<file path="config.mk">
export PLATFORM = sky130hd
export DESIGN_NAME = delimiter_string_splitter
export DESIGN_NICKNAME = d
export VERILOG_FILES = /design/src/design/dss_pkg.sv /design/src/design/delimiter_string_splitter.sv /design/src/design/dss_cell.sv
export SDC_FILE = /design/constraint.sdc
export NUM_CORES = 1
export LEC_CHECK = 0
export BUFFER_PORTS_ARGS = -buffer_cell sky130_fd_sc_hd__buf_2
export CAP_MARGIN = 5
export CELL_PAD_IN_SITES_DETAIL_PLACEMENT = 1
export CELL_PAD_IN_SITES_GLOBAL_PLACEMENT = 1
export CORE_MARGIN = 2
export CORE_UTILIZATION = 39
export CTS_CLUSTER_SIZE = 10
export DETAILED_ROUTE_END_ITERATION = 7
export PLACE_DENSITY_LB_ADDON = 0.1
export SYNTH_ARGS = -nofsm -noshare
export SYNTH_HDL_FRONTEND = slang
export SYNTH_SLANG_ARGS = --single-unit
</file>
<file path="constraint.sdc">
create_clock -name clk -period 5.8 [get_ports clk]
set_input_delay 1.16 -clock clk [delete_from_list [all_inputs] [get_ports clk]]
set_output_delay 1.16 -clock clk [all_outputs]
set_load 0.05 [all_outputs]
</file>
<file path="src/design/dss_pkg.sv">
// Shared types and constants of the delimiter string splitter.
`timescale 1ns / 1ps

package dss_pkg;

  typedef struct packed {
    logic shift;
    logic load;
    logic en;
  } cell_ctrl_t;

  localparam logic [1:0] REG_DELIM_LEN   = 2'd0;
  localparam logic [1:0] REG_DELIM_BYTES = 2'd1;
  localparam logic [1:0] REG_KEEP_EMPTY  = 2'd2;

  localparam logic KIND_DATA = 1'b0;
  localparam logic KIND_MARK = 1'b1;

  localparam logic [3:0]  DELIM_LEN_RST   = 4'd1;
  localparam logic [63:0] DELIM_BYTES_RST = 64'd44;

endpackage

</file>
<file path="src/design/delimiter_string_splitter.sv">
// Top level of the delimiter string splitter: item sequencer, cell row and register port.
//
// The input channel carries one string byte per beat: in_tdata is the byte, in_tuser says
// whether the beat carries a byte and in_tlast marks the end of the string. The result
// channel carries one result per beat: out_tdata is a token byte (zero on a marker),
// out_tuser holds the kind and the string-done flag, and out_tlast marks the last result
// caused by one input beat. The user must set the delimiter, its length and the
// keep-empty mode through the register port only while the block is idle; the block does
// not enforce it. An accepted beat is held in an input register and worked on in the next
// cycle; its results are registered at the output. The window is a row of byte cells that
// shifts by one cell per advance, so the block takes one input beat per cycle as long as
// the receiver does not stall and each beat that does not end the string causes at most
// one result. A beat with several results is held until each has passed the single result
// register. A beat that ends the string can also have steps without a result: the step
// that stores its byte and the slot of the final marker can pass empty. Reset empties the
// window, clears the token state and loads a one-byte comma delimiter. When the receiver
// stalls, the pending result holds in the output register, and the block keeps taking
// input beats as long as they cause no further result.
`timescale 1ns / 1ps

module delimiter_string_splitter import dss_pkg::*; #(
  parameter int unsigned MAX_DELIM = 8
) (
  input  logic        clk,
  input  logic        rst_n,
  input  logic        in_tvalid,
  output logic        in_tready,
  input  logic [7:0]  in_tdata,   // data_byte
  input  logic        in_tuser,   // has_byte
  input  logic        in_tlast,   // ends_string
  output logic        out_tvalid,
  input  logic        out_tready,
  output logic [7:0]  out_tdata,  // out_byte
  output logic [1:0]  out_tuser,  // out_kind, string_done
  output logic        out_tlast,  // run_last
  input  logic        cfg_psel,
  input  logic        cfg_penable,
  input  logic        cfg_pwrite,
  input  logic [4:0]  cfg_paddr,
  input  logic [63:0] cfg_pwdata,
  output logic [63:0] cfg_prdata,
  output logic        cfg_pready
);

  localparam int unsigned WIN_DEPTH = (MAX_DELIM < 8) ? MAX_DELIM : 8;
  localparam int unsigned LW        = $clog2(WIN_DEPTH + 1);

  typedef enum logic [2:0] {
    PH_PUSH = 3'b001,
    PH_MARK = 3'b010,
    PH_END  = 3'b100
  } phase_t;

  logic [3:0]  delim_len_r;
  logic [63:0] delim_bytes_r;
  logic        keep_r;

  logic        cur_v_r;
  logic [7:0]  cur_data_r;
  logic        cur_ends_r;
  phase_t      phase_r;
  phase_t      phase_nxt;
  logic [LW-1:0] cnt_r;
  logic [LW-1:0] cnt_nxt;
  logic        ne_r;
  logic        ne_nxt;

  logic        out_v_r;
  logic [7:0]  out_data_r;
  logic        out_kind_r;
  logic        out_done_r;
  logic        out_last_r;

  logic [3:0]    len_sat;
  logic [LW-1:0] len_eff;
  logic [LW-1:0] cnt_inc;
  logic [LW-1:0] wr_pos;
  logic          emit;
  logic          e_kind;
  logic [7:0]    e_data;
  logic          e_last;
  logic          done;
  logic          shift;
  logic          load;
  logic          hit;
  logic          can_load;
  logic          adv;
  logic          in_acc;
  logic          cfg_wr;

  logic [7:0]           cell_q [WIN_DEPTH];
  logic [WIN_DEPTH-1:0] cell_eq;
  logic [WIN_DEPTH-1:0] cell_ok;

  assign len_sat = (delim_len_r > 4'(WIN_DEPTH)) ? 4'(WIN_DEPTH) : delim_len_r;
  assign len_eff = LW'(len_sat);
  assign cnt_inc = cnt_r + LW'(1);
  assign hit     = &cell_ok;

  genvar gi;
  generate
    for (gi = 0; gi < WIN_DEPTH; gi++) begin : g_cell
      cell_ctrl_t ctrl;
      logic [7:0] right_data;

      assign ctrl.shift = shift;
      assign ctrl.load  = load && (wr_pos == LW'(gi));
      assign ctrl.en    = adv;

      if (gi == WIN_DEPTH - 1) begin : g_tail
        assign right_data = 8'h00;
      end else begin : g_body
        assign right_data = cell_q[gi+1];
      end

      dss_cell u_cell (
        .clk        (clk),
        .ctrl       (ctrl),
        .right_data (right_data),
        .in_data    (cur_data_r),
        .ref_data   (delim_bytes_r[8*gi +: 8]),
        .data_q     (cell_q[gi]),
        .eq         (cell_eq[gi])
      );

      assign cell_ok[gi] = (LW'(gi) >= len_eff) || cell_eq[gi];
    end
  endgenerate

  always_comb begin
    emit      = 1'b0;
    e_kind    = KIND_DATA;
    e_data    = cell_q[0];
    e_last    = 1'b0;
    done      = 1'b0;
    shift     = 1'b0;
    load      = 1'b0;
    wr_pos    = cnt_r;
    cnt_nxt   = cnt_r;
    ne_nxt    = ne_r;
    phase_nxt = phase_r;
    if (len_eff == '0) begin
      cnt_nxt = '0;
      ne_nxt  = 1'b0;
      done    = 1'b1;
    end else begin
      case (phase_r)
        PH_PUSH: begin
          if (cnt_r > len_eff) begin
            emit    = 1'b1;
            shift   = 1'b1;
            cnt_nxt = cnt_r - LW'(1);
            ne_nxt  = 1'b1;
          end else if (cnt_r == len_eff) begin
            emit   = 1'b1;
            shift  = 1'b1;
            load   = 1'b1;
            wr_pos = len_eff - LW'(1);
            ne_nxt = 1'b1;
            if (hit) begin
              cnt_nxt   = '0;
              phase_nxt = PH_MARK;
            end else if (cur_ends_r) begin
              phase_nxt = PH_END;
            end else begin
              e_last = 1'b1;
              done   = 1'b1;
            end
          end else begin
            load    = 1'b1;
            cnt_nxt = cnt_inc;
            if ((cnt_inc == len_eff) && hit) begin
              cnt_nxt = '0;
              ne_nxt  = 1'b0;
              emit    = ne_r || keep_r;
              e_kind  = KIND_MARK;
              e_data  = 8'h00;
              e_last  = !(cur_ends_r && keep_r);
            end
            if (cur_ends_r) begin
              phase_nxt = PH_END;
            end else begin
              done = 1'b1;
            end
          end
        end
        PH_MARK: begin
          emit   = 1'b1;
          e_kind = KIND_MARK;
          e_data = 8'h00;
          e_last = !(cur_ends_r && keep_r);
          ne_nxt = 1'b0;
          if (cur_ends_r) begin
            phase_nxt = PH_END;
          end else begin
            done = 1'b1;
          end
        end
        PH_END: begin
          if (!cur_ends_r) begin
            done = 1'b1;
          end else if (cnt_r != '0) begin
            emit    = 1'b1;
            shift   = 1'b1;
            cnt_nxt = cnt_r - LW'(1);
            ne_nxt  = 1'b1;
          end else begin
            emit   = ne_r || keep_r;
            e_kind = KIND_MARK;
            e_data = 8'h00;
            e_last = 1'b1;
            ne_nxt = 1'b0;
            done   = 1'b1;
          end
        end
        default: begin
          done = 1'b1;
        end
      endcase
    end
  end

  assign can_load  = !out_v_r || out_tready;
  assign adv       = cur_v_r && (!emit || can_load);
  assign in_tready = !cur_v_r || (adv && done);
  assign in_acc    = in_tvalid && in_tready;

  always_ff @(posedge clk) begin
    if (!rst_n) begin
      cur_v_r <= 1'b0;
      phase_r <= PH_PUSH;
      cnt_r   <= '0;
      ne_r    <= 1'b0;
      out_v_r <= 1'b0;
    end else begin
      if (adv) begin
        cnt_r <= cnt_nxt;
        ne_r  <= ne_nxt;
      end
      if (in_acc) begin
        phase_r <= in_tuser ? PH_PUSH : PH_END;
      end else if (adv) begin
        phase_r <= phase_nxt;
      end
      if (in_acc) begin
        cur_v_r <= 1'b1;
      end else if (adv && done) begin
        cur_v_r <= 1'b0;
      end
      if (adv && emit) begin
        out_v_r <= 1'b1;
      end else if (out_tready) begin
        out_v_r <= 1'b0;
      end
    end
  end

  always_ff @(posedge clk) begin
    if (in_acc) begin
      cur_data_r <= in_tdata;
      cur_ends_r <= in_tlast;
    end
    if (adv && emit) begin
      out_data_r <= e_data;
      out_kind_r <= e_kind;
      out_last_r <= e_last;
      out_done_r <= e_last && cur_ends_r;
    end
  end

  assign out_tvalid = out_v_r;
  assign out_tdata  = out_data_r;
  assign out_tuser  = {out_done_r, out_kind_r};
  assign out_tlast  = out_last_r;

  assign cfg_wr     = cfg_psel && cfg_penable && cfg_pwrite && cfg_pready;
  assign cfg_pready = 1'b1;

  always_ff @(posedge clk) begin
    if (!rst_n) begin
      delim_len_r   <= DELIM_LEN_RST;
      delim_bytes_r <= DELIM_BYTES_RST;
      keep_r        <= 1'b0;
    end else if (cfg_wr) begin
      case (cfg_paddr[4:3])
        REG_DELIM_LEN:   delim_len_r   <= cfg_pwdata[3:0];
        REG_DELIM_BYTES: delim_bytes_r <= cfg_pwdata;
        REG_KEEP_EMPTY:  keep_r        <= cfg_pwdata[0];
        default: begin
        end
      endcase
    end
  end

  always_comb begin
    case (cfg_paddr[4:3])
      REG_DELIM_LEN:   cfg_prdata = {60'd0, delim_len_r};
      REG_DELIM_BYTES: cfg_prdata = delim_bytes_r;
      REG_KEEP_EMPTY:  cfg_prdata = {63'd0, keep_r};
      default:         cfg_prdata = 64'd0;
    endcase
  end

  a_cnt_bound: assert property (@(posedge clk) disable iff (!rst_n)
    cnt_r <= LW'(WIN_DEPTH))
    else $error("window count beyond window depth");

  a_mark_state: assert property (@(posedge clk) disable iff (!rst_n)
    (cur_v_r && (phase_r == PH_MARK)) |-> (ne_r && (cnt_r == '0)))
    else $error("pending marker without a cleared window and open token");

  a_done_last: assert property (@(posedge clk) disable iff (!rst_n)
    (out_tvalid && out_tuser[1]) |-> out_tlast)
    else $error("string end flagged on a result that is not the last of its beat");

  a_end_clear: assert property (@(posedge clk) disable iff (!rst_n)
    (adv && done && cur_ends_r) |=> ((cnt_r == '0) && !ne_r))
    else $error("window or token state left over after string end");

endmodule

</file>
<file path="src/design/dss_cell.sv">
// One byte cell of the match window, with its compare against the delimiter.
`timescale 1ns / 1ps

module dss_cell import dss_pkg::*; (
  input  logic       clk,
  input  cell_ctrl_t ctrl,
  input  logic [7:0] right_data,
  input  logic [7:0] in_data,
  input  logic [7:0] ref_data,
  output logic [7:0] data_q,
  output logic       eq
);

  logic [7:0] data_r;
  logic [7:0] data_nxt;

  always_comb begin
    data_nxt = data_r;
    if (ctrl.load) begin
      data_nxt = in_data;
    end else if (ctrl.shift) begin
      data_nxt = right_data;
    end
  end

  always_ff @(posedge clk) begin
    if (ctrl.en) begin
      data_r <= data_nxt;
    end
  end

  assign data_q = data_r;
  assign eq     = (data_nxt == ref_data);

endmodule
</file>
==> impl_metrics.py <==
metrics = {
    "yosys": {
        "ys_types": 73,
        "synth_nets": 1464,
        "synth.mux.area_fraction_pct": 1.92,
        "ys_warn_count": 0,
        "synth_seq_cells": 163,
        "synth_ff_type": "edfxtp_1",
        "synth_compound_area_share_pct": 28.2,
        "synthAdderAreaFrac_pct": 1.13,
        "synth_top_family_by_area": "compound AO/OA/AOI/OAI gates",
        "synth_edf_count": 84,
        "synthesis.area_mm2": 0.0110,
        "synth_cells": 1368,
        "avgSynthCellArea_um2": 8.07,
        "synthXorXnorAreaFrac_pct": 2.22,
        "synthArstFlopShare_pct": 0,
        "synth-simple-area-share_pct": 22.8,
        "synth-seq-area-share_pct": 37.2,
    },
    "sta": {
        "fmax_mhz": 175,
        "final-hold-violation-count": 0,
        "tightestPinTransition_ns": 1.10,
        "relSlewSlack_pct": 26.2,
        "setup_viol": 0,
        "layout_min_cycle_time_ns": 5.71,
        "finClkSkew_ns": 0.0185,
        "setup_ws_ns": 0.0892,
        "maxSlewViolCount": 0,
        "fin_crit_sh_pct": 98.5,
    },
    "worst_setup_path": {
        "cp-startpoint": "delim_len_r[3]",
        "crit_top_cell": "buf_6",
        "worst_setup_path_start_kind": "flip-flop",
        "crit_path_end_kind": "output pin",
        "arrival_ns": 4.55,
        "max_stage_delay_ns": 0.37,
        "crit_family": "simple AND/OR/NAND/NOR gates",
        "cp_cell_sequence": "buf_6, nand2b_4, ha_4, nand4_1, nor3_4, buf_6, buf_6, mux2i_4, a21oi_4, buf_12, mux2i_2, xnor2_1, nor4_1, buf_4, a41o_1, nand4bb_4, o21ai_2, a221o_1, inv_2, buf_8",
        "r2r_start": "delim_len_r[3]",
        "slowest_stage": "dfxtp_4",
        "critPathRequiredTime_ns": 4.64,
        "worstSetupPathType": "reg -> out",
        "crit_fanout": 8,
        "crit_buf_inv": 7,
    },
    "final_layout": {
        "layout_common_cells": "nand2_1 (263), buf_2 (159), o211ai_1 (114), buf_4 (95), edfxtp_1 (84)",
        "area_growth_pct": 28.7,
        "nets": 1653,
        "drive_gt1_share_pct": 25.7,
        "final_common_cell": "nand2_1",
        "final_core_util_pct": 51.0,
        "antenna_cells": 0,
        "instances_no_fill": 1948,
    },
    "clocking": {
        "cts_buffers": 17,
        "cts_tree": "built",
        "clk_pin_slew_ns": 0.08,
        "htree_levels": 4,
        "cts_max_path_buffers": 2,
        "clock_sink_count": 163,
        "ctsRootBufferMaster": "clkbuf_16",
        "clkLatencyLatePin_ns": 0.45,
    },
    "grt": {
        "grt_pass1_wl_um": 68800,
        "grt_pass1_vias": 11600,
        "grt_start_max_net_pins": 65,
        "antenna_found_initial": 1,
        "grt_overflow": 0,
        "groute.usage.overall_pct": 30.7,
    },
    "placement": {
        "post-place-ws_ns": -0.118,
        "dp.cells": 1862,
        "port_buffers": 159,
        "gp_congestion": 0.872,
        "dp_hpwl_um": 29900,
    },
    "detailed_routing": {
        "initialDrtViolationCount": 1104,
        "viasPerCell": 6.06,
        "dr_total_vias": 11800,
        "drc": 0,
        "route.detailed.wl_per_inst_um": 24.0,
        "antenna_left": 0,
        "dr.pass1.iters": 5,
        "detail_route.wirelength_um": 46700,
    },
    "floorplanning": {
        "pin_count": 164,
        "dieArea_mm2": 0.0297,
        "num_rows": 61,
        "fp.dieW_um": 172,
        "die_y_um": 172,
        "initial_utilization_pct": 39.6,
        "core_mm2": 0.0279,
    },
    "power_and_ir_drop": {
        "p_per_area_mw_per_mm2": 318,
        "power_leakage_nw": 5.57,
        "ir_worst_vdd_mv": 0.187,
    },
    "outcome": {
        "status": "completed",
    },
    "worst_hold_path": {
        "hp-start": "delim_bytes_r[6]",
        "hold_path.class": "reg -> reg",
    },
    "run": {
        "max-cap-violations": 0,
    },
}
worst paths after layout:
kind / end / slack, ns / depth (start not counted)
min: delim_bytes_r[6] / 0.49 / 2
max: in_tready / 0.09 / 20
max reg2reg: cnt_r[2] / 0.45 / 22
min reg2reg: delim_bytes_r[6] / 0.49 / 2
cells in the mapped netlist, types with 9 or more instances:
cell type / count / share of area, %
mux2i_1: 20 / 1.8
o31ai_1: 11 / 0.75
nor3_1: 29 / 1.3
inv_1: 51 / 1.7
nor2b_1: 13 / 0.74
xnor2_1: 10 / 0.79
o21ai_0: 51 / 2.3
a31oi_1: 17 / 0.96
o211a_1: 49 / 4.4
o2111ai_1: 10 / 0.79
o311ai_0: 9 / 0.71
xor2_1: 18 / 1.4
nand3_1: 39 / 1.8
a21oi_1: 83 / 3.8
buf_2: 21 / 0.95
o211ai_1: 114 / 7.8
dfxtp_1: 79 / 14
nand4_1: 14 / 0.79
clkbuf_1: 88 / 3.0
nor4_1: 21 / 1.2
and2_1: 64 / 3.6
edfxtp_1: 84 / 23
nor2_1: 51 / 1.7
ha_1: 10 / 1.1
nand2_1: 267 / 9.1
a211oi_1: 45 / 3.1
cells by family (layout without fill, tap and decap cells):
kind of cell	count (synthesis)	in the layout
mux	21	21
fa+ha+maj	10	10
simple gates	533	535
compound gates	436	436
buf+inv	176	376
xor+xnor	28	28
other cells	1	1
flops	163	163
worst reg2reg max path: stages, from the launching register on:
cell and delay (ns):
dfxtp_4 0.37, buf_6 0.12, nand2b_4 0.15, ha_4 0.29, nand4_1 0.18, nor3_4 0.29, buf_4 0.16, mux2i_2 0.25
buf_4 0.15, a21boi_2 0.25, buf_6 0.22, buf_4 0.15, o211ai_1 0.10, nand4_1 0.14, nor4_2 0.07, buf_4 0.15
o2111ai_2 0.27, buf_4 0.17, nor2_1 0.06, a21oi_4 0.85, o311a_4 0.44, nor2_1 0.07, a2111oi_2 0.33
registers in the layout (all words and copies together), names as in the netlist:
| register | cells |
|---|---|
| delim_len_r | 4 |
| phase_r | 3 |
| cnt_r | 4 |
| cur_ends_r | 1 |
| keep_r | 1 |
| out_kind_r | 1 |
| out_done_r | 1 |
| cur_v_r | 1 |
| cur_data_r | 8 |
| out_tdata | 8 |
| ne_r | 1 |
| delim_bytes_r | 64 |
| g_cell.u_cell.data_q | 64 |
| out_tvalid | 1 |
| out_tlast | 1 |
routing by layer:
layer / vias to the layer above / part of all wire (%) / GRT usage [%]
li1: 5414 / - / -
met1: 5790 / 44 / 42.4
met2: 531 / 45 / 48.0
met3: 77 / 7.9 / 5.81
met4: 0 / 2.7 / 10.6
met5: - / 0 / 0
final cells by class:
cell class,count,area (um2)
tap,378,473
clock buffer,17,425
fill,3352,13700
inverter,53,206
multi-input combinational,1031,6700
clock inverter,15,155
sequential,163,4110
timing repair buffer,291,2140
where the power goes:
group | internal, mW | switching, mW
clock | 0.578 | 0.596
sequential | 1.38 | 0.0995
combinational | 0.745 | 1.12
per-stage QoR:
| step | area, um2 | setup TNS [ns] | hold WS, ns | total power [mW] |
|---|---|---|---|---|
| CTS | 13700 | 0 | 0.490 | 4.37 |
| detailed placement | 12600 | -1.96 | 0.478 | 3.05 |
| global route | 14200 | -0.121 | 0.515 | 4.70 |
| finish | 14200 | 0 | 0.490 | 4.52 |
| global placement | 12600 | -0.326 | 0.471 | 3.01 |
| floorplan | 11000 | 0 | 0.445 | 2.53 |
timing repair:
action | CTS | global route
pin swaps | 21 | 30
gates cloned | 5 | 6
hold buffers | 0 | 0
gates resized for setup | 57 | 55
setup endpoints to repair | 37 | 1
setup buffers | 24 | 20
Note: power is estimated with default switching activity, not from simulation.
